### src/design/grls_pkg.sv
// ----------------------------------------------------------------------------
// Runway scheduler package
// Shared widths, transfer types, register map and the wake separation table.
// ----------------------------------------------------------------------------
`default_nettype none

package grls_pkg;

	localparam int CATS       = 4;
	localparam int CAT_W      = 2;
	localparam int TIME_W     = 24;
	localparam int WEIGHT_W   = 16;
	localparam int COST_W     = TIME_W + WEIGHT_W;
	localparam int TOTAL_W    = 48;
	localparam int RW_CNT_W   = 3;
	localparam int RUNWAY_W   = 2;
	localparam int SEP_W      = 8;
	localparam int APB_ADDR_W = 3;
	localparam int APB_DATA_W = 32;

	// Register index, taken from the word address bit of paddr.
	localparam logic REG_RUNWAYS_IN_USE = 1'b0;

	localparam logic [CAT_W-1:0] CAT_HEAVY  = 2'd0;
	localparam logic [CAT_W-1:0] CAT_MEDIUM = 2'd1;
	localparam logic [CAT_W-1:0] CAT_LIGHT  = 2'd2;
	localparam logic [CAT_W-1:0] CAT_OTHER  = 2'd3;

	typedef struct packed {
		logic                new_sequence;
		logic [CAT_W-1:0]    wake_category;
		logic [TIME_W-1:0]   target_time;
		logic [WEIGHT_W-1:0] penalty_weight;
	} item_t;

	typedef struct packed {
		logic [RUNWAY_W-1:0] assigned_runway;
		logic [TIME_W-1:0]   landing_time;
		logic [COST_W-1:0]   aircraft_cost;
		logic [TOTAL_W-1:0]  total_cost;
		logic                time_overflow;
	} result_t;

	// Outcome of placing the current aircraft on one runway.
	typedef struct packed {
		logic              ovf;
		logic [TIME_W-1:0] landing_time;
		logic [COST_W-1:0] cost;
	} eval_t;

	typedef struct packed {
		logic                en;
		logic                clear;
		logic [RW_CNT_W-1:0] runway;
		logic [CAT_W-1:0]    cat;
		logic [TIME_W-1:0]   landing_time;
	} hist_upd_t;

	// Wake separation in seconds from the leading aircraft's category to the
	// following one's.
	function automatic logic [SEP_W-1:0] sep_sec(input logic [CAT_W-1:0] lead,
			input logic [CAT_W-1:0] follow);
		logic [SEP_W-1:0] sep;
		sep = 8'd60;
		case (lead)
			CAT_HEAVY: begin
				case (follow)
					CAT_HEAVY:  sep = 8'd90;
					CAT_MEDIUM: sep = 8'd120;
					CAT_LIGHT:  sep = 8'd150;
					default:    sep = 8'd60;
				endcase
			end
			CAT_MEDIUM: begin
				case (follow)
					CAT_HEAVY:  sep = 8'd60;
					CAT_MEDIUM: sep = 8'd80;
					CAT_LIGHT:  sep = 8'd100;
					default:    sep = 8'd60;
				endcase
			end
			default: sep = 8'd60;
		endcase
		return sep;
	endfunction

endpackage

`default_nettype wire

### src/design/grls_runway_eval.sv
// ----------------------------------------------------------------------------
// Runway evaluation
// Release time, saturated landing time and delay cost for one runway.
// ----------------------------------------------------------------------------
`default_nettype none

module grls_runway_eval (
	input  logic [grls_pkg::CAT_W-1:0]                        cat,
	input  logic [grls_pkg::TIME_W-1:0]                       target,
	input  logic [grls_pkg::WEIGHT_W-1:0]                     weight,
	input  logic [grls_pkg::CATS-1:0][grls_pkg::TIME_W-1:0]   latest,
	input  logic [grls_pkg::CATS-1:0]                         seen,
	output grls_pkg::eval_t                                   res
);
	import grls_pkg::*;

	localparam int TW1 = TIME_W + 1;

	logic [TIME_W:0]   cand;
	logic [TIME_W:0]   rel_time;
	logic [TIME_W:0]   t_full;
	logic [TIME_W-1:0] t_sat;
	logic [TIME_W-1:0] delay;

	always_comb begin
		rel_time = '0;
		cand     = '0;
		for (int c = 0; c < CATS; c++) begin
			cand = {1'b0, latest[c]} + TW1'(sep_sec(CAT_W'(c), cat));
			if (seen[c] && (cand > rel_time)) begin
				rel_time = cand;
			end
		end
	end

	assign t_full = (rel_time > {1'b0, target}) ? rel_time : {1'b0, target};
	assign t_sat  = t_full[TIME_W] ? {TIME_W{1'b1}} : t_full[TIME_W-1:0];
	assign delay  = t_sat - target;

	assign res.ovf          = t_full[TIME_W];
	assign res.landing_time = t_sat;
	assign res.cost         = COST_W'(delay) * COST_W'(weight);

endmodule

`default_nettype wire

### config.mk
export PLATFORM = sky130hd
export DESIGN_NAME = grls_runway_eval
export DESIGN_NICKNAME = d
export VERILOG_FILES = /design/src/design/grls_pkg.sv /design/src/design/grls_runway_eval.sv
export SDC_FILE = /design/constraint.sdc
export NUM_CORES = 1
export LEC_CHECK = 0
export BUFFER_PORTS_ARGS = -buffer_cell sky130_fd_sc_hd__buf_4
export CAP_MARGIN = 10
export CORE_UTILIZATION = 55
export DETAILED_ROUTE_END_ITERATION = 8
export PLACE_DENSITY = 0.77
export SETUP_SLACK_MARGIN = 0.05
export SLEW_MARGIN = 15
export SYNTH_ARGS = -nofsm -noshare
export SYNTH_HDL_FRONTEND = slang
export SYNTH_SLANG_ARGS = --single-unit
### constraint.sdc
create_clock -name vclk -period 74.9
set_clock_uncertainty 0.15 [all_clocks]
set_input_delay 14.98 -clock vclk [all_inputs]
set_output_delay 14.98 -clock vclk [all_outputs]
set_load 0.05 [all_outputs]
==> out/results.ini <==
[final_layout]
leading_cell_type_in_the_layout_fill_and_taps_excluded = sky130_fd_sc_hd__inv_1
multi_input_area_um2 = 17100
areaGrowthSynthToFinish_pct = 10.8
numSequentialCells = 0
num-clock-buffers = 0
antenna_fix_cells = 0
drive_above_1_share_pct = 10.4
most-common-layout-cells = sky130_fd_sc_hd__inv_1 (414), sky130_fd_sc_hd__nand2_1 (334), sky130_fd_sc_hd__fa_1 (309)
finish.cell_count_without_fillers = 2982
regArea_um2 = 0
nNetsFinal = 3240
fillerInstances = 3030
fin_util_pct = 62.3

[place]
post-place-cells = 2982
gp_congestion = 1.00
io_buffers = 207
post-dp-hpwl_um = 46300

[synth]
synthDominantCellAreaShare_pct = 32.6
yosysWarningCount = 0
post_synthesis_sequential_area_ratio_pct = 0
main_area_contributors_after_synthesis = sky130_fd_sc_hd__fa_1 (33%), sky130_fd_sc_hd__ha_1 (17%), sky130_fd_sc_hd__inv_1 (8.2%), sky130_fd_sc_hd__nand2_1 (6.6%), sky130_fd_sc_hd__and2_1 (5.0%)
syn_avg_cell_area_um2 = 7.95
post-synth-top-area-cell = sky130_fd_sc_hd__fa_1
synth_cell_type_count = 69
mappedNetlistNets = 3088
mappedNetlistArea_um2 = 18900
synth_cells = 2384

[timing]
worst-slew-pin-transition_ns = 1.10
final_period_minus_worst_setup_slack_ns = 50.72
final-max-slew-violation-count = 0
final.setup.tns_ns = 0
final.period_utilization_pct = 67.7
setup-violations-final = 0
grt_setup_unrepaired = false
maxClockFrequency_ghz = 0.0197
hold_viol = 0
final.hold.worst_slack_ns = 30.26
relSlewSlack_pct = 26.5

[worst_hold_path]
timing.hold.worst.start = target[22]
whs_endpoint = res[62]
worst_min_delay_path_class = in -> out
holdPathStages = 4

[grt]
global_route.usage.total_pct = 31.8
grt_start_max_net_pins = 30
wire_length_of_the_first_global_routing_pass_um = 91300
grt-ovfl-total = 0
initial_antenna_violation_count = 1
via_count_of_the_first_global_routing_pass = 18000

[critical_path]
library_cell_contributing_the_largest_single_delay_on_the_critical_path = sky130_fd_sc_hd__a2111oi_1
critPathKind = in -> out
worst-path-max-fanout = 27
setup.worst_path.start_class = input pin
critical-path-max-stage-delay_ns = 0.98
end_kind = output pin
worst-endpoint-required_ns = 59.77
cp.arrival_ns = 35.59

[detailed_routing]
antenna_violating_nets_post_route = 0
drt_iter0_drc = 1114
route.vias.total = 17100
routedWlPerCell_um = 18.1
route.detailed.vias_per_inst = 5.75
routed_wl_um = 54100
post-route-drc-count = 0
drtPass1Iterations = 5

[floorplan]
ioPinCount = 207
initial_utilization_pct = 56.2
chipHeight_um = 188
core_area_um2 = 33700
dieArea_um2 = 35200
rows = 67
dieWidth_um = 188

[status]
result_of_the_run = completed

[clocking]
setup_bufs_post_cts = 0
post_cts_resize_count = 0
cts_hold_buffers = 0

[run]
timing.max_cap.violations = 0

==> logic make-up after synthesis <==
logic type | after synthesis | synth area share (%)
simple gates | 820 | 21.1
compound gates | 349 | 12.1
mux | 29 | 1.62
xor+xnor | 129 | 5.96
buf+inv | 495 | 9.83
fa+ha+maj | 562 | 49.4
==> critical path: cells and delay by family <==
kind / cells / cell delay (ns)
buf+inv: 11 / 1.72
simple gates: 19 / 3.61
xor+xnor: 3 / 0.49
compound gates: 27 / 8.87
fa+ha+maj: 14 / 5.57
mux: 1 / 0.36
==> layer usage <==
metal / wire length, um / up-vias / track usage [%] / share of wire [%]
met2: 26900 / 611 / 56.5 / 50
met5: 8 / - / 0 / 0.015
met4: 2200 / 2 / 12.1 / 4.1
met3: 3010 / 142 / 1.98 / 5.6
met1: 21900 / 8400 / 40.4 / 41
li1: - / 7988 / - / -
==> stage by stage <==
stage | setup WS (ns) | cell area [um^2]
floorplan | 25.75 | 18900
global placement | 25.09 | 21000
detailed placement | 24.63 | 21000
CTS | 24.58 | 21000
global route | 23.04 | 21000
finish | 24.18 | 21000
==> synthesized netlist by cell type (3+ instances only) <==
cell                       number
sky130_fd_sc_hd__a211o_1       14
sky130_fd_sc_hd__a211oi_1      21
sky130_fd_sc_hd__a21boi_0       4
sky130_fd_sc_hd__a21o_1        38
sky130_fd_sc_hd__a21oi_1       99
sky130_fd_sc_hd__a31oi_1       15
sky130_fd_sc_hd__and2_1       152
sky130_fd_sc_hd__and3_1        17
sky130_fd_sc_hd__and4_1         9
sky130_fd_sc_hd__clkbuf_1      78
sky130_fd_sc_hd__fa_1         309
sky130_fd_sc_hd__ha_1         253
sky130_fd_sc_hd__inv_1        414
sky130_fd_sc_hd__mux2_2        13
sky130_fd_sc_hd__mux2i_1       16
sky130_fd_sc_hd__nand2_1      334
sky130_fd_sc_hd__nand2b_1      24
sky130_fd_sc_hd__nand3_1       37
sky130_fd_sc_hd__nand3b_1       4
sky130_fd_sc_hd__nand4_1       40
sky130_fd_sc_hd__nor2_1       114
sky130_fd_sc_hd__nor2b_1       34
sky130_fd_sc_hd__nor3_1        25
sky130_fd_sc_hd__nor3b_1        3
sky130_fd_sc_hd__nor4_1        10
sky130_fd_sc_hd__o211a_1        3
sky130_fd_sc_hd__o211ai_1       8
sky130_fd_sc_hd__o21a_1        19
sky130_fd_sc_hd__o21ai_0       58
sky130_fd_sc_hd__o21ai_1        8
sky130_fd_sc_hd__o21bai_1      14
sky130_fd_sc_hd__o221ai_1       5
sky130_fd_sc_hd__o311ai_0       4
sky130_fd_sc_hd__o31ai_1        6
sky130_fd_sc_hd__o41a_1         6
sky130_fd_sc_hd__or2_2          4
sky130_fd_sc_hd__or3_1          3
sky130_fd_sc_hd__xnor2_1       82
sky130_fd_sc_hd__xor2_1        47
==> worst max path at each step <==
stage	startpoint	endpoint	slack (ns)	cells after the start
6_report	cat[0]	res[36]	24.18	75
3_5_place_dp	cat[0]	res[36]	24.63	75
2_1_floorplan	cat[0]	res[38]	25.75	75
4_1_cts	cat[0]	res[36]	24.58	75
5_1_grt	cat[0]	res[37]	23.04	75
3_3_place_gp	cat[0]	res[36]	25.09	74
==> area by class of cell <==
| cell class | instances | share of cell area [%] |
|---|---|---|
| inverters | 414 | 7.41 |
| repair buffers | 231 | 8.26 |
| well taps | 448 | 2.67 |
| multi-input cells | 1889 | 81.7 |
Power is not shown: default switching activity piles up to over one toggle a cycle in this logic, so the estimate is an artifact.
