**src/design/grls_pkg.sv**
```systemverilog
// ----------------------------------------------------------------------------
// Runway scheduler package
// Shared widths, transfer types, register map and the wake separation table.
// ----------------------------------------------------------------------------
`default_nettype none

package grls_pkg;

	localparam int CATS       = 4;
	localparam int CAT_W      = 2;
	localparam int TIME_W     = 24;
	localparam int WEIGHT_W   = 16;
	localparam int COST_W     = TIME_W + WEIGHT_W;
	localparam int TOTAL_W    = 48;
	localparam int RW_CNT_W   = 3;
	localparam int RUNWAY_W   = 2;
	localparam int SEP_W      = 8;
	localparam int APB_ADDR_W = 3;
	localparam int APB_DATA_W = 32;

	// Register index, taken from the word address bit of paddr.
	localparam logic REG_RUNWAYS_IN_USE = 1'b0;

	localparam logic [CAT_W-1:0] CAT_HEAVY  = 2'd0;
	localparam logic [CAT_W-1:0] CAT_MEDIUM = 2'd1;
	localparam logic [CAT_W-1:0] CAT_LIGHT  = 2'd2;
	localparam logic [CAT_W-1:0] CAT_OTHER  = 2'd3;

	typedef struct packed {
		logic                new_sequence;
		logic [CAT_W-1:0]    wake_category;
		logic [TIME_W-1:0]   target_time;
		logic [WEIGHT_W-1:0] penalty_weight;
	} item_t;

	typedef struct packed {
		logic [RUNWAY_W-1:0] assigned_runway;
		logic [TIME_W-1:0]   landing_time;
		logic [COST_W-1:0]   aircraft_cost;
		logic [TOTAL_W-1:0]  total_cost;
		logic                time_overflow;
	} result_t;

	// Outcome of placing the current aircraft on one runway.
	typedef struct packed {
		logic              ovf;
		logic [TIME_W-1:0] landing_time;
		logic [COST_W-1:0] cost;
	} eval_t;

	typedef struct packed {
		logic                en;
		logic                clear;
		logic [RW_CNT_W-1:0] runway;
		logic [CAT_W-1:0]    cat;
		logic [TIME_W-1:0]   landing_time;
	} hist_upd_t;

	// Wake separation in seconds from the leading aircraft's category to the
	// following one's.
	function automatic logic [SEP_W-1:0] sep_sec(input logic [CAT_W-1:0] lead,
			input logic [CAT_W-1:0] follow);
		logic [SEP_W-1:0] sep;
		sep = 8'd60;
		case (lead)
			CAT_HEAVY: begin
				case (follow)
					CAT_HEAVY:  sep = 8'd90;
					CAT_MEDIUM: sep = 8'd120;
					CAT_LIGHT:  sep = 8'd150;
					default:    sep = 8'd60;
				endcase
			end
			CAT_MEDIUM: begin
				case (follow)
					CAT_HEAVY:  sep = 8'd60;
					CAT_MEDIUM: sep = 8'd80;
					CAT_LIGHT:  sep = 8'd100;
					default:    sep = 8'd60;
				endcase
			end
			default: sep = 8'd60;
		endcase
		return sep;
	endfunction

endpackage

`default_nettype wire

```
**src/design/grls_history.sv**
```systemverilog
// ----------------------------------------------------------------------------
// Runway history
// Latest landing time per runway and wake category, with a seen flag each.
// ----------------------------------------------------------------------------
`default_nettype none

module grls_history #(
	parameter int MAX_RUNWAYS = 4
) (
	input  logic                                                         clk,
	input  logic                                                         arst_n,
	input  grls_pkg::hist_upd_t                                          upd,
	output logic [MAX_RUNWAYS*grls_pkg::CATS-1:0][grls_pkg::TIME_W-1:0]  latest,
	output logic [MAX_RUNWAYS*grls_pkg::CATS-1:0]                        seen
);
	import grls_pkg::*;

	localparam int SLOTS = MAX_RUNWAYS * CATS;

	logic [SLOTS-1:0][TIME_W-1:0] latest_q;
	logic [SLOTS-1:0]             seen_q;
	logic [SLOTS-1:0]             hit;
	logic [SLOTS-1:0]             wr;

	always_comb begin
		hit = '0;
		wr  = '0;
		for (int r = 0; r < MAX_RUNWAYS; r++) begin
			for (int c = 0; c < CATS; c++) begin
				hit[r*CATS+c] = (RW_CNT_W'(r) == upd.runway) && (CAT_W'(c) == upd.cat);
				// A slot cleared by a new sequence counts as empty.
				wr[r*CATS+c]  = hit[r*CATS+c] && ((seen_q[r*CATS+c] && !upd.clear) ?
					(upd.landing_time > latest_q[r*CATS+c]) : 1'b1);
			end
		end
	end

	always_ff @(posedge clk or negedge arst_n) begin
		if (!arst_n) begin
			seen_q <= '0;
		end else if (upd.en) begin
			seen_q <= hit | (seen_q & ~{SLOTS{upd.clear}});
		end
	end

	always_ff @(posedge clk) begin
		if (upd.en) begin
			for (int s = 0; s < SLOTS; s++) begin
				if (wr[s]) begin
					latest_q[s] <= upd.landing_time;
				end
			end
		end
	end

	assign latest = latest_q;
	assign seen   = seen_q;

endmodule

`default_nettype wire

```
**config.mk**
```make
export PLATFORM = sky130hd
export DESIGN_NAME = grls_history
export DESIGN_NICKNAME = d
export VERILOG_FILES = /design/src/design/grls_pkg.sv /design/src/design/grls_history.sv
export SDC_FILE = /design/constraint.sdc
export NUM_CORES = 1
export LEC_CHECK = 0
export BUFFER_PORTS_ARGS = -buffer_cell sky130_fd_sc_hd__buf_2
export CAP_MARGIN = 30
export CORE_MARGIN = 2
export CORE_UTILIZATION = 56
export CTS_CLUSTER_DIAMETER = 50
export DETAILED_ROUTE_END_ITERATION = 16
export PLACE_DENSITY = 0.81
export SETUP_SLACK_MARGIN = 0.4
export SLEW_MARGIN = 20
export SYNTH_ARGS = -nofsm -noshare
export SYNTH_HDL_FRONTEND = slang
export SYNTH_SLANG_ARGS = --single-unit
```
**constraint.sdc**
```tcl
create_clock -name clk -period 5.2 [get_ports clk]
set_input_delay 1.04 -clock clk [delete_from_list [all_inputs] [get_ports clk]]
set_output_delay 1.04 -clock clk [all_outputs]
set_load 0.05 [all_outputs]
```
==> results of run 1 <==
synth_stat cells:
cell type,instances
nor2_1,30
o31a_1,1
nand2_1,93
or4_1,3
a21o_1,30
a311oi_1,1
a31oi_1,7
a211oi_1,19
o31ai_1,13
o211ai_1,16
nand4_1,92
edfxtp_1,384
a31o_1,5
clkbuf_1,1
a21oi_1,160
clkinv_1,1
nand3_1,20
o221a_2,9
a221o_1,2
nor2b_1,23
nor3_1,22
o21ai_1,6
nor4_2,1
a2111oi_0,1
a211o_1,2
ha_1,384
and2_1,5
o21ba_1,3
o21ba_2,1
dfrtp_1,16
o21ai_0,41
a221oi_1,1
or2_2,1
nand2b_1,4
o21bai_1,4
a21boi_0,6
inv_1,376
a2bb2oi_1,4
o41ai_1,2
or3_1,1
nor3b_1,1
o21a_1,12
nand4b_1,1
nor4_1,10
sequential cells by signal, summed over array words and instances, names as in the netlist:
register,cells
seen,16
latest,384
cell families after synthesis:
family | Yosys count | synth area share [%]
AOI/OAI and AO/OA | 346 | 9.789
buffers and inverters | 378 | 6.488
DFF | 400 | 54.56
and+or+nand+nor | 307 | 7.197
adders and majority gates | 384 | 21.97
power breakdown:
group | internal, mW | leakage [nW] | switching (mW) | total [mW]
Combinational | 0.240 | 8.21 | 0.555 | 0.795
Clock | 1.98 | 0.762 | 1.37 | 3.35
Sequential | 3.57 | 3.68 | 0.0309 | 3.60
metrics by stage:
step	area (sq um)	util, %	worst slack (ps)
6_report	26850	69.65	1446
3_3_place_gp	25250	65.49	1097
5_1_grt	26850	69.63	1395
2_1_floorplan	21870	-	783.4
4_1_cts	26850	69.63	1601
3_5_place_dp	25280	65.57	992.0
worst max path at each step:
stage | from | to | cells past startpoint
after floorplan | upd[23] | latest[360]$_DFFE_PP_ | 6
after global placement | upd[13] | latest[183]$_DFFE_PP_ | 7
after detailed placement | upd[23] | latest[234]$_DFFE_PP_ | 8
after CTS | upd[23] | latest[231]$_DFFE_PP_ | 8
after global routing | upd[18] | latest[231]$_DFFE_PP_ | 8
final | upd[18] | latest[237]$_DFFE_PP_ | 8
cell type report:
cell class	instances	area (sq um)	area share [%]
diodes	3	7.507	0.02796
inverters	377	1415	5.270
clock inverters	29	309.0	1.151
multi-input cells	1037	8615	32.08
clock buffers	57	1256	4.678
repair buffers	499	2673	9.952
flip-flops and latches	400	11930	44.43
well taps	518	648.1	2.413
routing by layer:
metal	vias up	global-route usage, %	wire, um
met5	-	0	15
met4	2	19.25	4419
met3	253	6.884	6945
met2	1098	55.23	32440
met1	8423	44.07	27140
li1	7733	-	-
placed cells by master (no fill, tap or decap), drive strengths merged, types with 6 or more instances in the layout:
master,count
o21ai,47
a211oi,19
buf,499
nor3,22
a21o,30
o21a,12
clkbuf,57
edfxtp,384
inv,380
nand3,20
dfrtp,16
a31oi,7
nand2,93
clkinv,16
nand4,92
a21boi,6
a21oi,160
nor2,30
o211ai,16
nor2b,23
nor4,11
o221a,9
o31ai,13
ha,384
==> flow_summary.toml, run 1 <==
[route]
initialDrtViolationCount = 1578
detail-route-antenna-nets = 0
drt_drc_violations_left = 0
detail_route.wl_per_cell_um = 24.30
routed_wl_um = 70960
dr_total_vias = 17510
firstDrtPassIters = 6
via_density = 5.996

[floorplanning]
io_pins = 433
die_x_um = 201.6
die_height_um = 201.6
design.die.area_sq_mm = 0.04065
row_count = 72
start_util_pct = 56.72
area_of_the_placeable_core_sq_mm = 0.03856

[yosys]
synthesis.nets = 2232
post_synth_num_cell_types = 44
synthesis.area_sq_mm = 0.02187
synthDominantAreaCellType = "edfxtp_1"
synth_cells = 1815
ys_ff_latch = 400
synth_area_per_cell_sq_um = 12.05
synth_sequential_area_ratio_pct = 54.56
yosysTopAreaCellShare_pct = 52.73
leading_post_synthesis_cells_by_cell_area = "edfxtp_1 53%, ha_1 22%, inv_1 6.5%"
synthesis.yosys.warnings = 0

[clock_tree]
cts_hold_buf = 0
cts_root_buf = "clkbuf_16"
ctsLongestPathBuffers = 3
cts.htree.levels = 2
worstSkewPairLatency_ps = 580
clk_pin_slew_ps = 70
cts_post_setup_buffers_inserted = 0
cts_tree = "yes"
cts_buffers = 46
cts_sink_count = 400
cts_repair_resize_count = 0

[worst_setup_path]
critical-path-top-delay-family = "compound AO/OA/AOI/OAI gates"
setup.reg_to_reg.worst_slack_ps = 2040
worstPathMaxFanout = 26
r2r_startpoint = "latest[239]$_DFFE_PP_"
start_kind = "input port"
path_buf_inv = 2
cp_data_arrival_time_ps = 4030
worst-r2r-cell-count = 8
setup.worst_path.class = "input port to flip-flop"
critPathSlowestCell = "buf_2"
cpPeakStageDelay_ps = 670
crit_required_ps = 5470
cp_cell_sequence = "buf_2 -> ha_1 -> nand4_1 -> nor4_1 -> o31ai_1 -> a31o_1 -> a31oi_2 -> buf_4"
regToRegEndpoint = "latest[237]$_DFFE_PP_"
setup.worst_path.end_class = "flip-flop"

[grt]
grt_overflow = 0
grt_pass1_wl_um = 104900
grt_max_degree = 29
via_count_of_the_first_global_routing_pass = 17670
globalRouteTotalUtil_pct = 34.46
antenna_found_initial = 3

[finish]
layout.cells.non_filler = 2920
nFillCells = 2746
nets = 2778
drive_gt1_share_pct = 25.18
area_growth_syn_to_layout_pct = 22.79

[timing]
grt_setup_unrepaired = "no"
hold-worst-slack_ps = 432.8
timing.clock.skew_ps = 18.27
final.min_clock_period_ps = 3754
setup-violations-final = 0
timing.slew.headroom_pct = 40.38
setup_total_neg_slack_ps = 0
finalCritPeriodShare_pct = 72.20
worst_slew_pin_slew_ps = 894.3
slew_violations = 0
fmax_ghz = 0.2664
finalHoldViolCount = 0

[power]
worst_ir_drop_vdd_uv = 291.2
finalPower_mw = 7.753
power_leakage_nw = 12.65
cellPowerDensity_mw_per_mm2 = 288.7

[status]
status = "completed"

[placed_design]
buffer_ports.inserted = 432
place.detailed.instances = 2831
dp.final_hpwl_um = 51490
place_congestion = 0.9392

[worst_hold_path]
hold_path_class = "input port to asynchronous set/reset pin"

[run]
max_cap_viol_count = 0
Note: power is estimated with default switching activity, not from simulation.
==> run 2, diff against run 1 <==
- clock period: 5.2 -> 3.55 ns (I/O delays scaled with it)
==> run 2 against run 1 <==
Net effect:
- clock power rose by 40%
- critical path type is now flip-flop to flip-flop
- sequential cell count is the same
- highest routed layer unchanged
- critical endpoint is now latest[210]$_DFFE_PP_
- first-iteration DRC count rose by 30%
- clock-buffer cell count is 3 higher
- non-clock buffer count up 18
- largest power group unchanged
==> flow_summary.toml, run 2 (synthesized netlist as in run 1, its figures left out) <==
[status]
status = "completed"

[timing]
setup_total_neg_slack_ps = 0
setup-violations-final = 0
grt_setup_unrepaired = "no"
slew_violations = 0
finalHoldViolCount = 0
hold-worst-slack_ps = 124.2
finalCritPeriodShare_pct = 86.01
final.min_clock_period_ps = 3053
fmax_ghz = 0.3275
worst_slew_pin_slew_ps = 845.3
timing.slew.headroom_pct = 43.51
timing.clock.skew_ps = 11.30
setup_slack_ps = 496.6

[clock_tree]
cts_hold_buf = 0
cts_sink_count = 400
cts_buffers = 47
clk_pin_slew_ps = 60
cts_repair_resize_count = 0
cts.htree.levels = 2
ctsLongestPathBuffers = 3
cts_root_buf = "clkbuf_16"
worstSkewPairLatency_ps = 580
cts_post_setup_buffers_inserted = 0
cts_tree = "yes"

[route]
via_density = 6.104
firstDrtPassIters = 6
drt_drc_violations_left = 0
detail-route-antenna-nets = 0
dr_total_vias = 17920
detail_route.wl_per_cell_um = 25.81
routed_wl_um = 75770
initialDrtViolationCount = 2053

[run]
max_cap_viol_count = 0

[worst_setup_path]
critical-path-top-delay-family = "compound AO/OA/AOI/OAI gates"
setup.worst_path.class = "flip-flop to flip-flop"
r2r_startpoint = "latest[213]$_DFFE_PP_"
regToRegEndpoint = "latest[210]$_DFFE_PP_"
cp_cell_sequence = "inv_1 -> ha_1 -> nand4_1 -> nor3_1 -> a221o_1 -> nor3_1 -> o21a_1 -> o21ai_2 -> buf_6"
worstPathMaxFanout = 13
setup.worst_path.end_class = "flip-flop"
critPathSlowestCell = "o21ai_2"
setup.reg_to_reg.worst_slack_ps = 500
start_kind = "flip-flop"
cp_data_arrival_time_ps = 3340
critical-path-top-cell-by-count = "nor3_1"
crit_required_ps = 3830
path_buf_inv = 2
worst-r2r-cell-count = 9
cpPeakStageDelay_ps = 530

[power]
power_leakage_nw = 12.72
finalPower_mw = 11.20
cellPowerDensity_mw_per_mm2 = 415.0
worst_ir_drop_vdd_uv = 376.3

[finish]
nets = 2797
largest_register_ffs = 384
mostFrequentLayoutCell = "buf_2"
mostFrequentLayoutCells = "432 x buf_2, 384 x ha_1, 384 x edfxtp_1"
area_growth_syn_to_layout_pct = 23.39
design_area_sq_mm = 0.02699
drive_gt1_share_pct = 25.28

[placed_design]
place_congestion = 1.037
buffer_ports.inserted = 432
detailed_place.area_sq_mm = 0.02549
dp.final_hpwl_um = 57030
pre_cts_slack_ps = 218.4

[floorplanning]
die_height_um = 201.6
design.die.area_sq_mm = 0.04065
area_of_the_placeable_core_sq_mm = 0.03856
start_util_pct = 56.72
row_count = 72
die_x_um = 201.6
io_pins = 433

[worst_hold_path]
hold_path_class = "input port to asynchronous set/reset pin"

[grt]
grt_overflow = 0
grt_max_degree = 32
antenna_found_initial = 6
grt_pass1_wl_um = 110300
via_count_of_the_first_global_routing_pass = 18040
globalRouteTotalUtil_pct = 36.89
-- run 2: changes by cell type in the layout (fill, tap and decap cells not counted), moves of 2 or more --
cell        change
buf_4          +12
inv_6           -2
buf_12          +7
clkinv_2        -9
clkbuf_8        +3
clkinvlp_4      -2
diode_2         +2
clkinv_1        +8
bufinv_16       -3
-- run 2: worst max-delay path by stage --
stage / depth (start not counted) / endpoint / startpoint
after global routing: 9 / latest[205]$_DFFE_PP_ / latest[213]$_DFFE_PP_
after global placement: 8 / latest[209]$_DFFE_PP_ / upd[23]
final: 9 / latest[210]$_DFFE_PP_ / latest[213]$_DFFE_PP_
after floorplan: 8 / latest[0]$_DFFE_PP_ / latest[9]$_DFFE_PP_
after detailed placement: 9 / latest[16]$_DFFE_PP_ / upd[15]
after CTS: 9 / latest[204]$_DFFE_PP_ / latest[213]$_DFFE_PP_
-- run 2: per-stage QoR --
step           cells  utilization, %
3_3_place_gp    2848           66.09
6_report        2936           69.99
3_5_place_dp    2849           66.12
5_1_grt         2936           69.99
4_1_cts         2931           69.96
2_1_floorplan   1815               -
-- run 2: per-layer routing --
metal / track usage, % / wire [um] / vias to the layer above
li1: - / - / 7772
met1: 47.33 / 28170 / 8583
met2: 57.71 / 33830 / 1262
met3: 7.775 / 8468 / 302
met4: 22.53 / 5296 / 2
met5: 0 / 7 / -
-- run 2: final cells by class --
| class | instances | area, sq um |
|---|---|---|
| diodes | 5 | 12.51 |
| clock buffers | 60 | 1297 |
| clock inverters | 22 | 182.7 |
| well taps | 518 | 648.1 |
| fillers | 2745 | 11570 |
| inverters | 377 | 1415 |
| multi-input cells | 1037 | 8607 |
| repair buffers | 517 | 2892 |
| flip-flops and latches | 400 | 11930 |
-- run 2: power by group --
group | switching [mW] | total [mW] | internal (mW)
clock | 1.98 | 4.70 | 2.73
sequential | 0.0475 | 5.28 | 5.24
combinational | 0.842 | 1.21 | 0.370
total | 2.87 | 11.2 | 8.33
