$ cat src/design/grls_pkg.sv
// ----------------------------------------------------------------------------
// Runway scheduler package
// Shared widths, transfer types, register map and the wake separation table.
// ----------------------------------------------------------------------------
`default_nettype none

package grls_pkg;

	localparam int CATS       = 4;
	localparam int CAT_W      = 2;
	localparam int TIME_W     = 24;
	localparam int WEIGHT_W   = 16;
	localparam int COST_W     = TIME_W + WEIGHT_W;
	localparam int TOTAL_W    = 48;
	localparam int RW_CNT_W   = 3;
	localparam int RUNWAY_W   = 2;
	localparam int SEP_W      = 8;
	localparam int APB_ADDR_W = 3;
	localparam int APB_DATA_W = 32;

	// Register index, taken from the word address bit of paddr.
	localparam logic REG_RUNWAYS_IN_USE = 1'b0;

	localparam logic [CAT_W-1:0] CAT_HEAVY  = 2'd0;
	localparam logic [CAT_W-1:0] CAT_MEDIUM = 2'd1;
	localparam logic [CAT_W-1:0] CAT_LIGHT  = 2'd2;
	localparam logic [CAT_W-1:0] CAT_OTHER  = 2'd3;

	typedef struct packed {
		logic                new_sequence;
		logic [CAT_W-1:0]    wake_category;
		logic [TIME_W-1:0]   target_time;
		logic [WEIGHT_W-1:0] penalty_weight;
	} item_t;

	typedef struct packed {
		logic [RUNWAY_W-1:0] assigned_runway;
		logic [TIME_W-1:0]   landing_time;
		logic [COST_W-1:0]   aircraft_cost;
		logic [TOTAL_W-1:0]  total_cost;
		logic                time_overflow;
	} result_t;

	// Outcome of placing the current aircraft on one runway.
	typedef struct packed {
		logic              ovf;
		logic [TIME_W-1:0] landing_time;
		logic [COST_W-1:0] cost;
	} eval_t;

	typedef struct packed {
		logic                en;
		logic                clear;
		logic [RW_CNT_W-1:0] runway;
		logic [CAT_W-1:0]    cat;
		logic [TIME_W-1:0]   landing_time;
	} hist_upd_t;

	// Wake separation in seconds from the leading aircraft's category to the
	// following one's.
	function automatic logic [SEP_W-1:0] sep_sec(input logic [CAT_W-1:0] lead,
			input logic [CAT_W-1:0] follow);
		logic [SEP_W-1:0] sep;
		sep = 8'd60;
		case (lead)
			CAT_HEAVY: begin
				case (follow)
					CAT_HEAVY:  sep = 8'd90;
					CAT_MEDIUM: sep = 8'd120;
					CAT_LIGHT:  sep = 8'd150;
					default:    sep = 8'd60;
				endcase
			end
			CAT_MEDIUM: begin
				case (follow)
					CAT_HEAVY:  sep = 8'd60;
					CAT_MEDIUM: sep = 8'd80;
					CAT_LIGHT:  sep = 8'd100;
					default:    sep = 8'd60;
				endcase
			end
			default: sep = 8'd60;
		endcase
		return sep;
	endfunction

endpackage

`default_nettype wire

$ cat src/design/grls_select.sv
// ----------------------------------------------------------------------------
// Runway selection
// Picks the runway with the least cost, then earliest time, then lowest index.
// ----------------------------------------------------------------------------
`default_nettype none

module grls_select #(
	parameter int MAX_RUNWAYS = 4
) (
	input  grls_pkg::eval_t [MAX_RUNWAYS-1:0]    evals,
	input  logic [grls_pkg::RW_CNT_W-1:0]         runways_in_use,
	output grls_pkg::eval_t                       best,
	output logic [grls_pkg::RW_CNT_W-1:0]         best_rw
);
	import grls_pkg::*;

	// Runway 0 is always considered, so a count of zero behaves as one and
	// counts above the runway total stop at the last runway.
	always_comb begin
		best    = evals[0];
		best_rw = '0;
		for (int r = 1; r < MAX_RUNWAYS; r++) begin
			if ((RW_CNT_W'(r) < runways_in_use) &&
					((evals[r].cost < best.cost) ||
					((evals[r].cost == best.cost) &&
					(evals[r].landing_time < best.landing_time)))) begin
				best    = evals[r];
				best_rw = RW_CNT_W'(r);
			end
		end
	end

endmodule

`default_nettype wire

$ cat config.mk
export PLATFORM = sky130hd
export DESIGN_NAME = grls_select
export DESIGN_NICKNAME = d
export VERILOG_FILES = /design/src/design/grls_pkg.sv /design/src/design/grls_select.sv
export SDC_FILE = /design/constraint.sdc
export NUM_CORES = 1
export LEC_CHECK = 0
export ABC_AREA = 1
export ABC_CLOCK_PERIOD_IN_PS = 7500
export CAP_MARGIN = 20
export CORE_UTILIZATION = 40
export DETAILED_ROUTE_END_ITERATION = 8
export DONT_BUFFER_PORTS = 1
export GPL_TIMING_DRIVEN = 1
export SLEW_MARGIN = 10
export SYNTH_ARGS = -nofsm -noshare
export SYNTH_HDL_FRONTEND = slang
export SYNTH_SLANG_ARGS = --single-unit
$ cat constraint.sdc
create_clock -name vclk -period 7.5
set_input_delay 0.375 -clock vclk [all_inputs]
set_output_delay 0.375 -clock vclk [all_outputs]
set_load 0.01 [all_outputs]
==> impl_results.rst, run 1 <==
.. list-table::
   :header-rows: 1

   * - Metric
     - Value
   * - Outcome
     - finished, final reports clean
   * - Pin count of the biggest net entering global routing
     - 69
   * - Initial Utilization
     - roughly two fifths
   * - TritonRoute pass-1 iters
     - 5
   * - Slowest Stage Delay on Critical Path
     - 350 ps
   * - Die area
     - 18000 µm²
   * - Synth Net Count
     - between 1500 and 2000
   * - Share of the synthesized area in the top cell type
     - approximately 34%
   * - Remaining Overflow, GRT
     - 0
   * - Drt total wl
     - about 25 mm
   * - WHS
     - 893 ps
   * - Die boundary width
     - 134 µm
   * - Area added between synthesis and finish
     - 9.35%
   * - Ratio of final minimum period to clock period
     - between 90 and 100%
   * - Most numerous cell types in the synthesized netlist
     - 423 x sky130_fd_sc_hd__nand2_1, 189 x sky130_fd_sc_hd__ha_1, 175 x sky130_fd_sc_hd__inv_1
   * - Critical path's most frequent cell
     - sky130_fd_sc_hd__nand2_1
   * - Instance count of the mapped netlist
     - around 1200
   * - Number of slew-limit violations in the final report
     - 0
   * - Cell Pwr Density
     - 127 nW/µm²
   * - Core utilization of the finished layout
     - a little under half
   * - Synthesized area per cell
     - roughly 5.6 µm²
   * - Cells after DPL
     - approximately 1400
   * - Row Count
     - between 40 and 50
   * - HPWL after DPL
     - just over 20 mm
   * - Type of destination of the critical path
     - output port
   * - Number of design rule violations left after detail routing
     - 0
   * - Number of ports placed on the die boundary
     - 331
   * - Yosys warns
     - 0
   * - Overall global routing resource usage
     - 25.0%
   * - Multiplexer share of the synthesized area
     - 0%
   * - # diodes
     - 0
   * - Number of antenna violations at the first check in global routing
     - 0
   * - Iter 0 DRT Violations
     - ~310
   * - FF+latch area
     - 0 µm²
   * - Register area share after synthesis
     - 0%
   * - Number of max-cap violations
     - 0
   * - Adder-Cell Fraction of Synth Area
     - about a third
   * - CP max-delay cell
     - sky130_fd_sc_hd__ha_1
   * - Hold Violations, Final
     - 0
   * - Wire length of the first global-routing pass
     - ~36 mm
   * - Vias post-DR
     - 7836
   * - Design Power
     - between 0.9 and 1 mW
   * - Count of sequential standard cells
     - 0
   * - Biggest area consumer among synthesized cells
     - sky130_fd_sc_hd__ha_1
   * - End of the worst hold path
     - best[36]
   * - Number of fill cells in the layout
     - ~1900
   * - Core box area
     - between 15000 and 20000 µm²
   * - Ratio of cells with drive above 1 in the final layout
     - under 10%
   * - Leak pwr
     - about 4.4 nW
   * - Max Freq
     - between 100 and 150 MHz
   * - Setup TNS Final
     - 0 ps
   * - Compound-gate portion of the synthesized area
     - 19.1%
   * - Xor-xnor portion of the synthesized cell area
     - 0%
   * - Quantity of I/O buffers inserted on ports
     - 0
   * - Class of the most critical hold timing path
     - input port to output port
   * - Post-detailed-route via-to-cell ratio
     - about 5.4
   * - Via count of the first global-routing pass
     - a little over 7000
   * - Net count reported at finish
     - about 1700
   * - Critical path peak fanout
     - 24
   * - Hold-critical path depth
     - 2
   * - Gpl congestion
     - about 0.88
   * - Area of the mapped netlist
     - between 6000 and 7000 µm²
   * - DR WL/cell
     - 17.2 µm
   * - Number of endpoints failing setup at the final stage
     - 0
   * - Worst Setup Start Kind
     - input port
   * - Simple-gate area share of the yosys netlist
     - about a third
   * - Residual antenna-violating net count after detailed routing
     - 0
   * - Largest family of logic cells by synthesized area
     - simple AND/OR/NAND/NOR gates
   * - Count of clock buffers in the final design
     - 0
   * - Final WS setup
     - ~560 ps
   * - Final worst path period need
     - 6940 ps
   * - DIE HEIGHT
     - roughly 130 µm
   * - Fin area
     - between 7000 and 8000 µm²
   * - Post-cts hold buffer count
     - 0
   * - Critical path start-end classification
     - input port to output port
   * - Top cells by area, synth
     - sky130_fd_sc_hd__ha_1 34%, sky130_fd_sc_hd__nand2_1 23%, sky130_fd_sc_hd__o21ai_0 9.9%
   * - Most common cell in the netlist
     - sky130_fd_sc_hd__nand2_1
   * - Number of different library cells in the post-synthesis netlist
     - 39
   * - Peak supply drop
     - 63.6 µV
   * - Req. time, crit path
     - roughly 7000 ps
   * - Instance area after placement
     - 7240 µm²
   * - Worst hold path startpoint
     - evals[231]
   * - Arrival time at the worst endpoint
     - between 6000 and 7000 ps
   * - Post-placement worst setup slack
     - -69.2 ps
   * - Cell Count, Final, Fillers Out
     - 1450
area by class of cell:
class	instances	area, µm²	share of cell area [%]
inverters	177	667	8.73
repair buffers	31	430	5.63
multi-input cells	1022	6270	82.0
well taps	220	275	3.60
cells in the final DEF, fill, tap and decap left out, types with 3 or more instances in the layout:
cell type / instances
sky130_fd_sc_hd__a211oi_1: 7
sky130_fd_sc_hd__nand2_1: 412
sky130_fd_sc_hd__buf_6: 4
sky130_fd_sc_hd__o21ai_0: 129
sky130_fd_sc_hd__nor2_1: 37
sky130_fd_sc_hd__nand2_4: 4
sky130_fd_sc_hd__buf_4: 14
sky130_fd_sc_hd__inv_1: 175
sky130_fd_sc_hd__nand3_2: 3
sky130_fd_sc_hd__o21ai_1: 9
sky130_fd_sc_hd__o221ai_1: 4
sky130_fd_sc_hd__o21a_1: 7
sky130_fd_sc_hd__a21o_1: 4
sky130_fd_sc_hd__ha_1: 189
sky130_fd_sc_hd__a21oi_1: 74
sky130_fd_sc_hd__nand2_2: 11
sky130_fd_sc_hd__nand3_1: 77
sky130_fd_sc_hd__buf_12: 7
sky130_fd_sc_hd__nor3_1: 5
sky130_fd_sc_hd__clkbuf_16: 5
sky130_fd_sc_hd__nand4_1: 12
sky130_fd_sc_hd__nor2_2: 10
worst max path at each step:
stage,start,endpoint,cells past startpoint
after floorplan,evals[39],best[45],48
after global placement,evals[39],best[5],40
after detailed placement,evals[23],best[5],41
after CTS,evals[23],best[5],43
after global routing,evals[11],best[60],42
final,evals[13],best[4],41
worst max-delay path, delay by kind of cell:
family          cells  cell delay, ps
compound gates      5             900
fa+ha+maj           3             930
buf+inv             7             890
simple gates       26            3440
timing repair:
action,CTS,global route
pin swaps,0,20
setup buffers,0,6
gates resized for setup,2,58
setup endpoints to repair,34,67
endpoints found under the hold margin,0,0
gates cloned,0,6
cell families after synthesis:
logic type / count (synthesis)
AO/OA/AOI/OAI: 248
adder cells (fa/ha/maj): 189
buffers and inverters: 226
other: 1
AND/OR/NAND/NOR: 583
power by group:
group          switching (mW)  internal (mW)  leakage, nW  total [mW]
clock network               0              0            0           0
registers                   0              0            0           0
logic                   0.621          0.351         4.38       0.971
total                   0.621          0.351         4.38       0.971
per-layer routing:
metal	wire, µm	global-route usage (%)	share of wire (%)	vias to the layer above
li1	-	-	-	4090
met5	0	0	0	-
met3	1960	4.35	7.9	34
met4	495	4.06	2.0	0
met1	10500	31.2	42	3400
met2	11900	45.2	48	312
Note: power is estimated with default switching activity, not from simulation.
==> inputs of run 2 (changes only) <==
--- a/config.mk
+++ b/config.mk
@@ -5,13 +5,16 @@
 export SDC_FILE = /design/constraint.sdc
 export NUM_CORES = 1
 export LEC_CHECK = 0
-export ABC_AREA = 1
+export ABC_AREA = 0
 export ABC_CLOCK_PERIOD_IN_PS = 7500
 export CAP_MARGIN = 20
-export CORE_UTILIZATION = 40
+export CELL_PAD_IN_SITES_DETAIL_PLACEMENT = 1
+export CELL_PAD_IN_SITES_GLOBAL_PLACEMENT = 2
+export CORE_UTILIZATION = 37
 export DETAILED_ROUTE_END_ITERATION = 8
 export DONT_BUFFER_PORTS = 1
 export GPL_TIMING_DRIVEN = 1
+export PLACE_DENSITY_LB_ADDON = 0.1
 export SLEW_MARGIN = 10
 export SYNTH_ARGS = -nofsm -noshare
 export SYNTH_HDL_FRONTEND = slang
==> run 2 against run 1 <==
Net effect:
- the run now ends with negative setup slack left
- flip-flop and latch count unchanged
- power increased by 31%
- hold slack worse by 7.2 ps
- critical path depth shrank 5
- non-clock buffer count is 174 higher
- final area rose by 38%
- highest routed layer unchanged
==> impl_results.rst, run 2 <==
.. list-table::
   :header-rows: 1

   * - Metric
     - Value
   * - Number of max-cap violations
     - 0 (unchanged)
   * - Fin area
     - 10600 µm² (was 7640 µm²)
   * - Vias post-DR
     - 7712 (was 7836)
   * - # diodes
     - 0 (unchanged)
   * - Remaining Overflow, GRT
     - 0 (unchanged)
   * - Critical path peak fanout
     - 7 (was 24)
   * - Biggest area consumer among synthesized cells
     - sky130_fd_sc_hd__ha_1 (unchanged)
   * - Row Count
     - 50 (was 47)
   * - Final worst path period need
     - 8040 ps (was 6940 ps)
   * - Wire length of the first global-routing pass
     - 43.8 mm (was 36.4 mm)
   * - Die area
     - 20000 µm² (was 18000 µm²)
   * - Req. time, crit path
     - 7120 ps (about the same)
   * - Slowest Stage Delay on Critical Path
     - 430 ps (was 350 ps)
   * - Cell Pwr Density
     - 121 nW/µm² (was 127 nW/µm²)
   * - Leading cell type in the layout, fill and taps excluded
     - sky130_fd_sc_hd__buf_4 (was sky130_fd_sc_hd__nand2_1)
   * - Setup repair after global routing missed its margin
     - yes
   * - Critical path's most frequent cell
     - sky130_fd_sc_hd__buf_12 (was sky130_fd_sc_hd__nand2_1)
   * - DIE HEIGHT
     - 142 µm (was 134 µm)
   * - Instance area after placement
     - 8550 µm² (was 7240 µm²)
   * - Core box area
     - 18900 µm² (was 16800 µm²)
   * - Pin count of the biggest net entering global routing
     - 28 (was 69)
   * - Final WS setup
     - -545 ps (was 556 ps)
   * - Number of slew-limit violations in the final report
     - 0 (unchanged)
   * - Commonest cells after routing, fill and taps aside
     - 175 x sky130_fd_sc_hd__buf_4, 168 x sky130_fd_sc_hd__inv_1, 149 x sky130_fd_sc_hd__ha_1, 74 x sky130_fd_sc_hd__mux2i_1, 61 x sky130_fd_sc_hd__a21oi_1 (was 412 x sky130_fd_sc_hd__nand2_1, 189 x sky130_fd_sc_hd__ha_1, 175 x sky130_fd_sc_hd__inv_1, 129 x sky130_fd_sc_hd__o21ai_0, 77 x sky130_fd_sc_hd__nand3_1)
   * - Iter 0 DRT Violations
     - 188 (was 308)
   * - Synthesized area per cell
     - 7.91 µm² (was 5.60 µm²)
   * - Most common cell in the netlist
     - sky130_fd_sc_hd__inv_1 (was sky130_fd_sc_hd__nand2_1)
   * - Type of destination of the critical path
     - output port (unchanged)
   * - Leak pwr
     - 5.50 nW (was 4.38 nW)
   * - Combined area of the multi-input logic cells
     - 7510 µm² (was 6270 µm²)
   * - Number of endpoints failing setup at the final stage
     - 67 (was 0)
   * - DR WL/cell
     - 23.6 µm (was 17.2 µm)
   * - Normalized max-slew margin
     - 55.2%
   * - Post-cts hold buffer count
     - 0 (unchanged)
   * - Instance count of the mapped netlist
     - 911 (was 1247)
   * - Area of the mapped netlist
     - 7200 µm² (was 6990 µm²)
   * - Class of the most critical hold timing path
     - input port to output port (unchanged)
   * - Share of the synthesized area in the top cell type
     - 32.8% (was 33.8%)
   * - Design Power
     - 1.27 mW (was 0.971 mW)
   * - Number of ports placed on the die boundary
     - 331 (unchanged)
   * - Number of different library cells in the post-synthesis netlist
     - 51 (was 39)
   * - Ratio of final minimum period to clock period
     - 107% (was 92.6%)
   * - Number of antenna violations at the first check in global routing
     - 0 (unchanged)
   * - Critical Path Start
     - evals[39] (was evals[13])
   * - Outcome
     - finished, violations left (was finished, final reports clean)
   * - Count of clock buffers in the final design
     - 0 (unchanged)
   * - Number of design rule violations left after detail routing
     - 0 (unchanged)
   * - Initial Utilization
     - 38.1% (was 41.5%)
   * - Area added between synthesis and finish
     - 46.6% (was 9.35%)
   * - Most numerous cell types in the synthesized netlist
     - 196 x sky130_fd_sc_hd__inv_1, 189 x sky130_fd_sc_hd__ha_1, 124 x sky130_fd_sc_hd__mux2i_1 (was 423 x sky130_fd_sc_hd__nand2_1, 189 x sky130_fd_sc_hd__ha_1, 175 x sky130_fd_sc_hd__inv_1)
   * - Post-detailed-route via-to-cell ratio
     - 5.70 (was 5.40)
   * - End of the worst hold path
     - best[62] (was best[36])
   * - Drt total wl
     - 32.0 mm (was 24.9 mm)
   * - Yosys warns
     - 0 (unchanged)
   * - Number of fill cells in the layout
     - 2204 (was 1920)
   * - Hold Violations, Final
     - 0 (unchanged)
   * - Violations in the final reports
     - negative setup slack
   * - FF+latch area
     - 0 µm² (unchanged)
   * - Ratio of cells with drive above 1 in the final layout
     - 39.3% (was 6.26%)
   * - TritonRoute pass-1 iters
     - 5 (unchanged)
   * - CP max-delay cell
     - sky130_fd_sc_hd__nor4bb_4 (was sky130_fd_sc_hd__ha_1)
   * - Via count of the first global-routing pass
     - 8273 (was 7269)
   * - Hold-critical path depth
     - 1 (was 2)
   * - Max Freq
     - 124 MHz (was 144 MHz)
   * - Synth Net Count
     - 1363 (was 1699)
   * - HPWL after DPL
     - 24.6 mm (was 20.5 mm)
   * - Overall global routing resource usage
     - 27.8% (was 25.0%)
   * - Quantity of I/O buffers inserted on ports
     - 0 (unchanged)
   * - Net count reported at finish
     - 1547 (was 1684)
   * - Residual antenna-violating net count after detailed routing
     - 0 (unchanged)
   * - Worst Setup Start Kind
     - input port (unchanged)
   * - Arrival time at the worst endpoint
     - 7670 ps (was 6570 ps)
   * - Peak supply drop
     - 52.8 µV (was 63.6 µV)
   * - Slew at the pin closest to its max-slew limit
     - 668 ps
   * - Count of sequential standard cells
     - 0 (unchanged)
   * - Register area share after synthesis
     - 0% (unchanged)
   * - Critical path start-end classification
     - input port to output port (unchanged)
   * - Die boundary width
     - 142 µm (was 134 µm)
   * - Gpl congestion
     - 0.910 (was 0.884)
   * - Worst hold path startpoint
     - evals[257] (was evals[231])
   * - Top cells by area, synth
     - sky130_fd_sc_hd__ha_1 33%, sky130_fd_sc_hd__mux2i_1 17%, sky130_fd_sc_hd__inv_1 10% (was sky130_fd_sc_hd__ha_1 34%, sky130_fd_sc_hd__nand2_1 23%, sky130_fd_sc_hd__o21ai_0 9.9%)
==> run 2: changes by cell type in the layout (fill, tap and decap cells not counted), moves of 34 or more <==
cell                      previous run  this run
sky130_fd_sc_hd__ha_4                0        40
sky130_fd_sc_hd__o21ai_0           129        25
sky130_fd_sc_hd__mux2_2              0        34
sky130_fd_sc_hd__buf_4              14       175
sky130_fd_sc_hd__nand2_1           412        32
sky130_fd_sc_hd__ha_1              189       149
sky130_fd_sc_hd__nand3_1            77        13
sky130_fd_sc_hd__mux2i_1             0        74
==> run 2: critical path, delay by kind of cell <==
kind	cells	cell delay, ps
AOI/OAI and AO/OA	8	1760
adders and majority gates	3	830
buffers and inverters	11	1500
muxes	3	720
and+or+nand+nor	11	2440
==> run 2: repair_timing <==
item | 4_1_cts | 5_1_grt
buffers inserted | 29 | 25
gates resized for setup | 113 | 123
endpoints found under the setup margin | 67 | 67
gates cloned | 5 | 6
pin swaps | 28 | 34
==> run 2: cell families after synthesis <==
kind of cell               share of synthesized area [%]
other                                             0.0521
and+or+nand+nor                                     10.2
adders and majority gates                           32.8
buffers and inverters                               12.5
muxes                                               29.4
AOI/OAI and AO/OA                                   15.0
==> run 2: final cells by class <==
cell class	count	share of cell area, %
Timing Repair Buffer	205	18.4
Inverter	196	7.39
Tap cell	260	3.08
Multi-Input combinational cell	692	71.1
==> run 2: worst max path at each step <==
stage                     cells after the start        to
final                                        36  best[63]
after global routing                         36  best[63]
after CTS                                    34  best[64]
after detailed placement                     31  best[64]
after global placement                       31  best[64]
after floorplan                              36  best[36]
==> run 2: power breakdown <==
part           switching, mW  internal, mW
logic                  0.598         0.676
registers                  0             0
clock network              0             0
total                  0.598         0.676
==> run 2: stage by stage <==
step	std cells	util [%]	worst slack, ps	hold WS [ps]	setup TNS (ps)
6_report	1353	55.9	-545	886	-33830
5_1_grt	1353	55.9	-851	888	-54040
4_1_cts	1323	50.7	-404	887	-24300
3_5_place_dp	1289	45.3	-1080	887	-70040
3_3_place_gp	1289	45.3	-921	888	-59720
2_1_floorplan	911	-	49.3	885	0
==> run 2: layer usage <==
| metal | GRT usage [%] | routed length, µm | up-vias |
|---|---|---|---|
| met5 | 0 | 0 | - |
| met4 | 7.24 | 1160 | 0 |
| met3 | 7.42 | 2710 | 70 |
| met2 | 53.0 | 16400 | 310 |
| met1 | 29.9 | 11700 | 3691 |
| li1 | - | - | 3641 |
